--- config.mk ---
export PLATFORM = sky130hd
export DESIGN_NAME = spi_master_bit_engine
export DESIGN_NICKNAME = d
export VERILOG_FILES = /design/src/spim_pkg.sv /design/src/spim_core.sv /design/src/spi_master_bit_engine.sv
export SDC_FILE = /design/constraint.sdc
export NUM_CORES = 1
export LEC_CHECK = 0
export ABC_AREA = 1
export CELL_PAD_IN_SITES_DETAIL_PLACEMENT = 1
export CELL_PAD_IN_SITES_GLOBAL_PLACEMENT = 2
export CORE_MARGIN = 4
export CORE_UTILIZATION = 37
export DETAILED_ROUTE_END_ITERATION = 10
export DONT_BUFFER_PORTS = 1
export PLACE_DENSITY_LB_ADDON = 0.1
export SYNTH_ARGS = -nofsm -noshare
export SYNTH_HDL_FRONTEND = slang
export SYNTH_SLANG_ARGS = --single-unit
--- constraint.sdc ---
create_clock -name aclk -period 3.92 [get_ports aclk]
set_input_delay 0.784 -clock aclk [delete_from_list [all_inputs] [get_ports aclk]]
set_output_delay 0.784 -clock aclk [all_outputs]
set_load 0.02 [all_outputs]
--- src/spim_pkg.sv ---
// Package for the SPI master bit engine: field widths, register indexes,
// reset values and the result record shared by the core and the top level.
// No dependencies.
package spim_pkg;

    // Field widths fixed by the stream layout.
    localparam int LEN_W    = 7;
    localparam int BYTE_W   = 8;
    localparam int BIT_W    = 3;
    localparam int S_DATA_W = 16;
    localparam int M_DATA_W = 24;

    // Default slot cap for a transaction.
    localparam int MAX_BYTES_DEF = 64;

    // Configuration register indexes.
    localparam logic CFG_TX_LENGTH = 1'b0;
    localparam logic CFG_RX_LENGTH = 1'b1;

    // Register reset values.
    localparam logic [LEN_W-1:0] TX_LENGTH_RST = 7'd1;
    localparam logic [LEN_W-1:0] RX_LENGTH_RST = 7'd2;
    localparam logic [BIT_W-1:0] BIT_FIRST     = 3'd7;
    localparam logic [BIT_W-1:0] BIT_LAST      = 3'd0;

    // One result record; csn_out lands in the lowest bit when packed.
    typedef struct packed {
        logic              done_res;
        logic              busy_res;
        logic [LEN_W-1:0]  byte_index;
        logic              rx_valid;
        logic [BYTE_W-1:0] rx_byte;
        logic              mosi_out;
        logic              sck_out;
        logic              csn_out;
    } spim_rslt_t;

endpackage

--- src/spim_core.sv ---
// Transaction state and per-tick logic of the SPI master bit engine.
// Depends on spim_pkg; produces one result record for every tick stepped.
module spim_core
    import spim_pkg::*;
#(
    parameter int MAX_BYTES = MAX_BYTES_DEF
) (
    input  logic              aclk,
    input  logic              aresetn,
    input  logic              step,
    input  logic              start_req,
    input  logic              miso_in,
    input  logic [BYTE_W-1:0] tx_byte,
    input  logic [LEN_W-1:0]  tx_length,
    input  logic [LEN_W-1:0]  rx_length,
    output spim_rslt_t        rslt
);

    localparam int CMP_W = 9;

    logic              active_reg,  active_next;
    logic              phase_reg,   phase_next;
    logic [LEN_W-1:0]  slot_reg,    slot_next;
    logic [BIT_W-1:0]  bit_reg,     bit_next;
    logic [BYTE_W-1:0] tx_shift_reg, tx_shift_next;
    logic [BYTE_W-1:0] rx_shift_reg, rx_shift_next;
    logic              mosi_reg,    mosi_next;

    logic [LEN_W-1:0]  len_max;
    logic [LEN_W-1:0]  slot_total;
    logic [BYTE_W-1:0] tx_cur;

    // Slot total is the longer of the two lengths, capped at MAX_BYTES.
    always_comb begin
        len_max    = (tx_length > rx_length) ? tx_length : rx_length;
        slot_total = ({2'b00, len_max} > CMP_W'(MAX_BYTES)) ? LEN_W'(MAX_BYTES) : len_max;
        tx_cur     = (bit_reg == BIT_FIRST) ? tx_byte : tx_shift_reg;
    end

    // Next state and the result of this tick.
    always_comb begin
        active_next   = active_reg;
        phase_next    = phase_reg;
        slot_next     = slot_reg;
        bit_next      = bit_reg;
        tx_shift_next = tx_shift_reg;
        rx_shift_next = rx_shift_reg;
        mosi_next     = mosi_reg;
        rslt          = '0;
        rslt.csn_out    = 1'b1;
        rslt.byte_index = slot_reg;

        if (!active_reg) begin
            if (start_req) begin
                active_next     = 1'b1;
                phase_next      = 1'b0;
                slot_next       = '0;
                bit_next        = BIT_FIRST;
                rx_shift_next   = '0;
                rslt.byte_index = '0;
                rslt.csn_out    = 1'b0;
            end
        end else if (!phase_reg) begin
            // Low phase: drive MOSI, sample MISO, or finish the transaction.
            if (slot_reg >= slot_total) begin
                active_next   = 1'b0;
                rslt.done_res = 1'b1;
            end else begin
                rslt.csn_out  = 1'b0;
                tx_shift_next = tx_cur;
                if (slot_reg < tx_length) begin
                    mosi_next = tx_cur[bit_reg];
                end
                if (slot_reg < rx_length) begin
                    rx_shift_next = rx_shift_reg;
                    rx_shift_next[bit_reg] = rx_shift_reg[bit_reg] | miso_in;
                end
                phase_next = 1'b1;
            end
        end else begin
            // High phase: raise SCK, hand out a completed received byte, advance the bit and slot counters.
            rslt.csn_out = 1'b0;
            rslt.sck_out = 1'b1;
            if (bit_reg == BIT_LAST) begin
                if (slot_reg < rx_length) begin
                    rslt.rx_byte  = rx_shift_reg;
                    rslt.rx_valid = 1'b1;
                end
                rx_shift_next = '0;
                bit_next      = BIT_FIRST;
                slot_next     = slot_reg + 1'b1;
            end else begin
                bit_next = bit_reg - 1'b1;
            end
            phase_next = 1'b0;
        end

        rslt.mosi_out = mosi_next;
        rslt.busy_res = active_next;
    end

    // State registers, advanced once per accepted tick.
    always_ff @(posedge aclk) begin
        if (!aresetn) begin
            active_reg   <= 1'b0;
            phase_reg    <= 1'b0;
            slot_reg     <= '0;
            bit_reg      <= BIT_FIRST;
            tx_shift_reg <= '0;
            rx_shift_reg <= '0;
            mosi_reg     <= 1'b0;
        end else if (step) begin
            active_reg   <= active_next;
            phase_reg    <= phase_next;
            slot_reg     <= slot_next;
            bit_reg      <= bit_next;
            tx_shift_reg <= tx_shift_next;
            rx_shift_reg <= rx_shift_next;
            mosi_reg     <= mosi_next;
        end
    end

endmodule

--- src/spi_master_bit_engine.sv ---
// Top level of the SPI master bit engine (mode 0, MSB first).
// Depends on spim_pkg and spim_core.
//
// Usage: every request on the s_ channel is one half-bit tick of the SPI
// clock and produces exactly one result request on the m_ channel carrying
// the pin levels (csn, sck, mosi) after that tick, a received byte when one
// completes, the slot index and the busy and done flags.
// A tick with start_req set while idle lowers chip select and begins a
// transaction of max(tx_length, rx_length) byte slots, capped at MAX_BYTES,
// each slot taking sixteen ticks; one more tick raises chip select.
// The result of a tick is registered and appears in the cycle after the tick is accepted.
// Throughput: one tick per clock cycle; the single result register is the
// only stage, and a tick is taken whenever that register is empty or being
// drained in the same cycle.
// When the receiver stalls, the result register holds and s_tready drops
// until it is taken; no tick is lost.
// Reset (synchronous, aresetn low) returns to idle with tx_length 1 and
// rx_length 2. Lengths are to be written on the cfg_ port only while no
// transaction is running; the block itself does not enforce this.
module spi_master_bit_engine
    import spim_pkg::*;
#(
    parameter int MAX_BYTES = MAX_BYTES_DEF
) (
    input  logic                aclk,
    input  logic                aresetn,
    // Tick requests.
    input  logic                s_tvalid,
    output logic                s_tready,
    input  logic [S_DATA_W-1:0] s_tdata,   // start_req, miso_in, tx_byte[7:0], zero fill
    // Result requests.
    output logic                m_tvalid,
    input  logic                m_tready,
    output logic [M_DATA_W-1:0] m_tdata,   // csn_out, sck_out, mosi_out, rx_byte[7:0],
                                           // rx_valid, byte_index[6:0], busy_res,
                                           // done_res, zero fill
    // Register writes.
    input  logic                cfg_wr_en,
    input  logic                cfg_addr,
    input  logic [LEN_W-1:0]    cfg_wdata
);

    logic [LEN_W-1:0] tx_length_reg;
    logic [LEN_W-1:0] rx_length_reg;
    logic             m_valid_reg;
    spim_rslt_t       rslt_reg;
    spim_rslt_t       rslt_next;
    logic             s_accept;

    assign s_tready = !m_valid_reg || m_tready;
    assign s_accept = s_tvalid && s_tready;

    // Configuration registers.
    always_ff @(posedge aclk) begin
        if (!aresetn) begin
            tx_length_reg <= TX_LENGTH_RST;
            rx_length_reg <= RX_LENGTH_RST;
        end else if (cfg_wr_en) begin
            case (cfg_addr)
                CFG_TX_LENGTH: tx_length_reg <= cfg_wdata;
                CFG_RX_LENGTH: rx_length_reg <= cfg_wdata;
                default: ;
            endcase
        end
    end

    spim_core #(
        .MAX_BYTES (MAX_BYTES)
    ) u_core (
        .aclk      (aclk),
        .aresetn   (aresetn),
        .step      (s_accept),
        .start_req (s_tdata[0]),
        .miso_in   (s_tdata[1]),
        .tx_byte   (s_tdata[9:2]),
        .tx_length (tx_length_reg),
        .rx_length (rx_length_reg),
        .rslt      (rslt_next)
    );

    // Result register.
    always_ff @(posedge aclk) begin
        if (!aresetn) begin
            m_valid_reg <= 1'b0;
        end else if (s_accept) begin
            m_valid_reg <= 1'b1;
        end else if (m_tready) begin
            m_valid_reg <= 1'b0;
        end
    end

    always_ff @(posedge aclk) begin
        if (s_accept) begin
            rslt_reg <= rslt_next;
        end
    end

    assign m_tvalid = m_valid_reg;
    assign m_tdata  = {(M_DATA_W - $bits(spim_rslt_t))'(0), rslt_reg};

    // An accepted tick always leaves a result behind.
    a_accept_result: assert property (@(posedge aclk) disable iff (!aresetn)
        s_accept |=> m_valid_reg)
        else $error("accepted tick produced no result");

    // Done only comes with chip select raised and no transaction running.
    a_done_csn: assert property (@(posedge aclk) disable iff (!aresetn)
        (m_valid_reg && rslt_reg.done_res) |-> (rslt_reg.csn_out && !rslt_reg.busy_res))
        else $error("done without chip select raised");

    // A received byte completes only on a high phase.
    a_rx_on_high: assert property (@(posedge aclk) disable iff (!aresetn)
        (m_valid_reg && rslt_reg.rx_valid) |-> (rslt_reg.sck_out && !rslt_reg.csn_out))
        else $error("received byte outside a high phase");

    // Chip select is low whenever a transaction is running.
    a_busy_csn: assert property (@(posedge aclk) disable iff (!aresetn)
        (m_valid_reg && rslt_reg.busy_res) |-> !rslt_reg.csn_out)
        else $error("busy with chip select high");

endmodule

# Yosys cells after proc, flatten, opt, wreduce, memory -nomap -nowiden
# Cells that the tools add are included.
# Widths: inputs -> output; s select.
[word_totals] register_bits=65 output_inout_bits=26 elab_cells=97
[classes] add_sub_neg=2 eq_ne=6 muxes=44 n_reduce_logical=16 order_cmp=7 n_bitwise=4
[ops] op="$mux 8" count=7
[ops] op="$mux 7" count=7
[ops] op="$mux 1" count=21
[ops] op="$lt 7x7->1" count=2
[ops] op="$mux 3" count=4
[ops] op="$mux 9" count=1
[ops] op="$ne 3x3->1 const B" count=3
[ops] op="$reduce_and 3->1" count=3
[ops] op="$bwmux 8" count=1
[ops] op="$reduce_and 4->1" count=2
[ops] op="$add 7x1->7 const B" count=1
[ops] op="$ge 7x7->1" count=1
[ops] op="$gt 7x7->1" count=1
[ops] op="$gt 7x7->1 const B" count=1
[ops] op="$bmux 1 s3" count=2
[ops] op="$reduce_and 2->1" count=3
[ops] op="$reduce_and 5->1" count=1
[ops] op="$lt 3x4->1 const B" count=1
[ops] op="$ne 2x2->1 const B" count=2
[ops] op="$reduce_bool 2->1" count=2
[ops] op="$demux 1 s3" count=1
[ops] op="$eq 3x3->1 const B" count=1
[ops] op="$ge 3x1->1 const B" count=1
[ops] op="$logic_not 3->1" count=1
[ops] op="other kinds (6)" count=9

# Longest topological paths before layout
# Gate-level depths: netlist of the first run.
[logic_depth] word_depth=9 ltp_mapped=26

# By module
# A second synthesis of the first run with hierarchy kept.
[unflattened] cells_unflattened=513 area_unflattened_um2=3802.4
[by_module_without_submodules] mod="spim_core" area_each_um2=2549.9 seq_area_each_um2=580.6 cells_per_inst=407 instances=1
[by_module_without_submodules] mod="spi_master_bit_engine" area_each_um2=1252.5 seq_area_each_um2=930.9 cells_per_inst=106 instances=1

# Worst setup path before layout of the first run
# No wires, ideal clock.
[synth_timing] path_kind="reg2reg" startpoint="register rx_length_reg[6]" endpoint="register u_core.rx_shift_reg[5]" path_buffers=1 setup_time_ns=0.114 arrival_ns=2.812 stages_incl_launch_ff=26 slack_ns=0.994 cell_sequence="dfxtp_1 > inv_1 > ha_1 > nand2_1 > nor2_2 > nand2_1 > nand2_2 > nand2_2 > nand2_1 > nand2_1 > nor2_1 > nand3_1 > nand2_1 > nand2_1 > ha_1 > a21oi_1 > o21ai_1 > nand2_1 > nand2_1 > nand2_1 > nand3_1 > nor2_4 > buf_4 > nand2_1 > nand2_1 > nor2_1"
[synth_between] elab_chain_len=7 word_cells_on_any_way=9 cone_classes="4 x order compare; 2 x eq/ne; 2 x mux; 1 x reduce/logical"
[synth_rtl] item="from (decl)" line="spi_master_bit_engine.sv:44" source="logic [LEN_W-1:0] rx_length_reg;"
[synth_rtl] item="from (signal assigned)" line="spi_master_bit_engine.sv:61" source="CFG_RX_LENGTH: rx_length_reg <= cfg_wdata;"
[synth_rtl] item="$gt 7x7->1" line="spim_core.sv:35" source="len_max = (tx_length > rx_length) ? tx_length : rx_length;"
[synth_rtl] item="$mux 7" line="spim_core.sv:35"
[synth_rtl] item="$gt 7x7->1" line="spim_core.sv:36" source="slot_total = ({2'b00, len_max} > CMP_W'(MAX_BYTES)) ? LEN_W'(MAX_BYTES) : len_max;"
[synth_rtl] item="$mux 7" line="spim_core.sv:36"
[synth_rtl] item="$ge 7x7->1" line="spim_core.sv:65" source="if (slot_reg >= slot_total) begin"
[synth_rtl] item="$ne 3x3->1 (no line)"
[synth_rtl] item="$reduce_and 5->1 (no line) (*)"
[synth_rtl] item="to (signal assigned)" line="spim_core.sv:118" source="rx_shift_reg <= rx_shift_next;"
[synth_rtl] item="to (decl)" line="spim_core.sv:26" source="logic [BYTE_W-1:0] rx_shift_reg, rx_shift_next;"
# Every way passes the cells marked *; elsewhere a longest branch is shown, timed or not.
# A chain may end at the register's enable or synchronous reset.

# Worst setup path after layout of the first run
# Same ends and word-level chain as after synthesis.

==> metrics.csv, run 1 <==
metric,value,unit
status,finished clean,
Switch Pwr,524,uW
Critical Path Max Stage Delay,0.32,ns
die area,11900,um2
root buf cell,clkbuf_8,
crit-path max FO,16,
Required @ worst endpoint,4.17,ns
CTS hold repair buffers,0,
WP buf/inv,1,
placed inst area,3880,um2
clk buf depth,2,
CP Cell Sequence,inv_1 -> ha_1 -> nand2_1 -> nor2_2 -> nand2_1 -> nand2_2 -> nand2_2 -> nand2_1 -> nand2_1 -> nor2_1 -> nand3_1 -> nand2_1 -> nand2_1 -> ha_1 -> a21oi_1 -> o21ai_1 -> nand2_1 -> nand2_1 -> nand2_1 -> nand3_1 -> nor2_4 -> nand2_1 -> nand2_1 -> nor2_1,
CTS sink count,65,
antenna violations before repair,0,
Flop pwr share,47.5,%
drt total wl,9.63,mm
drt wl/cell,15.0,um
logic gate share of total power,18.6,%
number of top-level pins,55,
Critical Path Sink Type,flip-flop,
ranking of synthesized cells by area,"dfxtp_1, edfxtp_1, nand2_1, ha_1, a21oi_1",
Final Cell Area,4070,um2
routed vias/inst,5.04,
Worst Skew,0.00767,ns
Int Power,1130,uW
max reg flops,21,
num rows,36,
total track usage,17.5,%
Routed Antenna Nets,0,
Worst setup SP type,flip-flop,
peak supply drop,0.000146,V
Detail Placement HPWL,7.33,mm
number of buffers created by CTS,9,
Max-Cap Viols,0,
fin. max-slew vios,0,
"Top cell by count, worst path",nand2_1,
DRC Markers,0,
setup TNS,0,ns
top-area cell type share of the netlist area,23.2,%
TritonCTS clock tree,done,
global-route wire length before repair,15.9,mm
"Cell Area, Synth",3790,um2
RD Place Congestion,0.781,
ANT cells,0,
Clock Power Share,33.9,%
Max-slew headroom,63.4,%
nets,561,
Crit path arrival time,3.69,ns
Top delay family on crit path,simple AND/OR/NAND/NOR gates,
drt first pass iters,4,
pin count of the biggest net entering global routing,38,
Static Leakage,0.00177,uW
via count,3223,
layout cell share with drive strength beyond 1,9.47,%
"Seq/Total Area, Yosys",39.9,%
Tcrit/Tclk final,87.7,%
type of the worst setup path,flip-flop to flip-flop,
Post-Synthesis Cells,502,
Post-Syn Area per Cell,7.55,um2
pin slew with the least headroom to its limit,0.548,ns
port buffer count,0,
initial drt markers,59,
vias in the first global route,3282,
count of final hold-check violations,0,
yosys warns,0,
H-Tree Depth,3,
fmax,291,MHz
Post-CTS Setup Inserts,0,
Congestion Overflow GR,0,
Netlist cell types,35,
switch share,31.6,%
largest area contributor in the netlist,dfxtp_1,
die height,109,um
final setup fails,0,
# fillers,1258,
area grow syn2layout,7.30,%
core area,9860,um2
Chip Width,109,um
Synth Register Bits,65,
"Clk Latency, worst-skew pair",0.35,ns
setup repair after global routing missed its margin,false,
post-route minimum period,3.44,ns
"CTS clk-pin slew, worst paths",0.07,ns
PwrDens,408,nW/um2
slowest library cell on the worst path,nor2_4,
Resized cells post-CTS,0,
type of the most critical hold path,flip-flop to flip-flop,
Starting Density,38.4,%
power groups by stage:
stage	Combinational, uW	Sequential (uW)	Clock [uW]
after floorplan	255	789	0
after global placement	305	803	0
after detailed placement	315	803	0
after CTS	316	788	582
after global routing	360	792	619
final	309	787	562
worst paths after layout:
kind / from / to / slack [ns] / depth (start not counted)
worst max-delay path: rx_length_reg[6] / u_core.rx_shift_reg[5] / 0.48 / 24
worst min-delay path: u_core.tx_shift_reg[0] / u_core.tx_shift_reg[0] / 0.45 / 2
worst max register to register: rx_length_reg[6] / u_core.rx_shift_reg[5] / 0.48 / 24
worst min register to register: u_core.tx_shift_reg[0] / u_core.tx_shift_reg[0] / 0.45 / 2
final cells by class:
type	instances	area, um2	share of cell area [%]
timing repair buffer	2	15.0	0.369
clock inverter	5	56.3	1.38
inverter	72	278	6.83
multi-input combinational	352	1910	46.9
sequential	65	1510	37.2
clock buffer	11	131	3.23
tap	133	166	4.09
placed cells by master (no fill, tap or decap), types with 2 or more instances in the layout:
cell type / Yosys / final
a31oi_1: 3 / 3
dfxtp_1: 44 / 44
o21a_1: 2 / 2
ha_1: 30 / 30
conb_1: 1 / 3
nand2_2: 4 / 4
nor3_4: 2 / 2
nor3_2: 4 / 4
nand4_1: 15 / 15
o21ai_1: 7 / 7
nand3_1: 29 / 29
nor3_1: 3 / 3
o21ai_0: 24 / 24
clkinv_2: 0 / 2
inv_1: 60 / 60
nand2_1: 116 / 116
inv_2: 10 / 10
o211ai_1: 3 / 3
a21oi_1: 46 / 46
buf_4: 6 / 2
clkbuf_1: 4 / 2
nor2_2: 4 / 4
edfxtp_1: 21 / 21
nor2_1: 50 / 50
clkbuf_8: 1 / 9
Yosys cell counts:
library cell	n
nor2_4	1
buf_6	1
clkbuf_1	4
clkbuf_8	1
o21ai_0	24
a211oi_1	1
a31oi_1	3
o21ai_1	7
nand4_2	1
a22oi_2	1
o211ai_1	3
nor2_1	50
nand2_2	4
nand4_1	15
a21boi_2	1
nor3_2	4
nor3_1	3
conb_1	1
edfxtp_1	21
nor3_4	2
ha_1	30
o21a_1	2
inv_6	1
dfxtp_1	44
a21oi_4	1
buf_2	3
o21ai_2	1
inv_1	60
inv_4	1
inv_2	10
a21oi_1	46
nand3_1	29
nand2_1	116
nor2_2	4
buf_4	6
worst register-to-register path: cells and delay by family (launching register included):
kind                     cells  cell delay, ns
adder cells (fa/ha/maj)      2            0.60
flip-flops                   1            0.31
AND/OR/NAND/NOR             19            2.10
AO/OA/AOI/OAI                2            0.24
buffers and inverters        1            0.08
metal layers:
| metal | wire length [um] | vias to the layer above | track usage [%] |
|---|---|---|---|
| met5 | 0 | - | 0 |
| met4 | 114 | 0 | 5.88 |
| met3 | 243 | 10 | 4.26 |
| met2 | 4890 | 30 | 30.6 |
| met1 | 4380 | 1531 | 20.9 |
| li1 | - | 1652 | - |
metrics by stage:
step	cells	total power [uW]	hold WS, ns	util, %	worst slack [ns]
2_1_floorplan	504	1040	0.423	-	0.994
3_3_place_gp	624	1110	0.430	39.3	0.506
3_5_place_dp	624	1120	0.440	39.3	0.441
4_1_cts	640	1690	0.449	41.2	0.433
5_1_grt	640	1770	0.469	41.2	0.0676
6_report	640	1660	0.446	41.2	0.481
logic make-up (layout without fill, tap and decap cells):
kind of cell	after synthesis	in the layout	synth area share (%)
and+or+nand+nor	229	229	27.0
AOI/OAI and AO/OA	90	90	13.1
buffers and inverters	87	90	9.97
DFF	65	65	39.9
adders and majority gates	30	30	9.90
other	1	3	0.0989
Power figures use the tool's default switching activity.
==> inputs of run 2 (changes only) <==
CELL_PAD_IN_SITES_DETAIL_PLACEMENT = 2   (was 1)
==> metrics.csv, run 2 (same netlist as run 1, synthesis figures left out) <==
metric,value,unit
initial drt markers,86,
number of buffers created by CTS,9,
Final Cell Area,4080,um2
CTS hold repair buffers,0,
placed inst area,3880,um2
type of the most critical hold path,flip-flop to flip-flop,
reg2reg setup slack,0.40,ns
total track usage,19.7,%
Pwr Total,1660,uW
Required @ worst endpoint,4.18,ns
TritonCTS clock tree,done,
type of the worst setup path,flip-flop to flip-flop,
clk buf depth,2,
fmax,284,MHz
layout cell share with drive strength beyond 1,9.84,%
drt first pass iters,4,
setup repair after global routing missed its margin,false,
# fillers,1176,
worst hold slack,0.449,ns
Crit path arrival time,3.77,ns
Static Leakage,0.00176,uW
die height,109,um
core area,9860,um2
"Clk Latency, worst-skew pair",0.36,ns
status,finished clean,
antenna violations before repair,0,
post-route minimum period,3.52,ns
vias in the first global route,3538,
Tcrit/Tclk final,89.7,%
pin slew with the least headroom to its limit,0.552,ns
drt total wl,11.3,mm
number of top-level pins,55,
launching point of the worst reg2reg path,rx_length_reg[4],
slowest library cell on the worst path,dfxtp_1,
Detail Placement HPWL,8.33,mm
H-Tree Depth,3,
Critical Path Sink Type,flip-flop,
nets,562,
drt wl/cell,17.6,um
num rows,36,
ANT cells,0,
Worst Hold Depth,2,
final setup fails,0,
Worst setup SP type,flip-flop,
root buf cell,clkbuf_8,
DRC Markers,0,
fin. max-slew vios,0,
Critical Path Max Stage Delay,0.34,ns
via count,3328,
port buffer count,0,
"CTS clk-pin slew, worst paths",0.07,ns
routed vias/inst,5.19,
most frequent cells in the layout,"nand2_1, inv_1, nor2_1, a21oi_1, dfxtp_1",
pin count of the biggest net entering global routing,38,
Max-Cap Viols,0,
Post-CTS Setup Inserts,0,
crit-path max FO,16,
WHS Endpoint,u_core.tx_shift_reg[0],
"Top cell by count, worst path",nand2_1,
FF/Latch Area,1510,um2
Starting Density,38.4,%
Reg2Reg Depth,25,
global-route wire length before repair,17.9,mm
area of the multi-input gates,1910,um2
max reg flops,21,
r2r endpoint,u_core.rx_shift_reg[2],
area grow syn2layout,7.69,%
"leading cell type in the layout, fill and taps excluded",nand2_1,
Resized cells post-CTS,0,
PwrDens,407,nW/um2
Routed Antenna Nets,0,
peak supply drop,0.000151,V
Chip Width,109,um
Worst Skew,0.00644,ns
Congestion Overflow GR,0,
die area,11900,um2
count of final hold-check violations,0,
worst hold start,u_core.tx_shift_reg[0],
Max-slew headroom,63.1,%
CTS sink count,65,
setup TNS,0,ns
RD Place Congestion,0.781,
-- run 2: how the worst max path moves through the flow --
| stage | start | to | slack (ns) | cells past startpoint |
|---|---|---|---|---|
| 2_1_floorplan | rx_length_reg[6] | u_core.rx_shift_reg[5] | 0.99 | 25 |
| 3_3_place_gp | rx_length_reg[5] | u_core.rx_shift_reg[6] | 0.51 | 24 |
| 3_5_place_dp | rx_length_reg[5] | u_core.rx_shift_reg[0] | 0.36 | 24 |
| 4_1_cts | rx_length_reg[5] | u_core.rx_shift_reg[2] | 0.28 | 24 |
| 5_1_grt | rx_length_reg[6] | u_core.rx_shift_reg[6] | 0.005 | 25 |
| 6_report | rx_length_reg[4] | u_core.rx_shift_reg[2] | 0.40 | 25 |
-- run 2: area by class of cell --
| type | instances | area share (%) |
|---|---|---|
| clock buffer | 12 | 3.80 |
| clock inverter | 4 | 0.674 |
| sequential | 65 | 37.0 |
| inverter | 72 | 6.81 |
| timing repair buffer | 3 | 0.858 |
| tap | 133 | 4.08 |
| multi-input combinational | 352 | 46.8 |
-- run 2: metrics by stage --
| step | util, % | instances | setup slack [ns] |
|---|---|---|---|
| after global routing | 41.4 | 641 | 0.00466 |
| after detailed placement | 39.3 | 624 | 0.358 |
| after global placement | 39.3 | 624 | 0.506 |
| final | 41.4 | 641 | 0.403 |
| after floorplan | - | 504 | 0.994 |
| after CTS | 41.2 | 640 | 0.285 |
-- run 2: metal layers --
metal  GRT usage (%)  share of wire [%]  vias up
met1            22.6                 42     1642
li1                -                  -     1649
met2            36.8                 55       29
met5               0                  0        -
met3            4.62                2.2        8
met4            4.63                1.2        0
-- run 2: report_power, final --
group | leakage [uW] | total, uW | internal (uW) | switching, uW
clock | 0.0000846 | 539 | 263 | 276
combinational | 0.00111 | 333 | 110 | 223
sequential | 0.000572 | 789 | 736 | 52.8
-- run 2: worst max-delay path: cells and delay by family (launching register included) --
kind / cells / cell delay, ns
AO/OA/AOI/OAI: 2 / 0.24
adder cells (fa/ha/maj): 2 / 0.60
buffers and inverters: 2 / 0.25
flip-flops: 1 / 0.34
AND/OR/NAND/NOR: 19 / 1.98
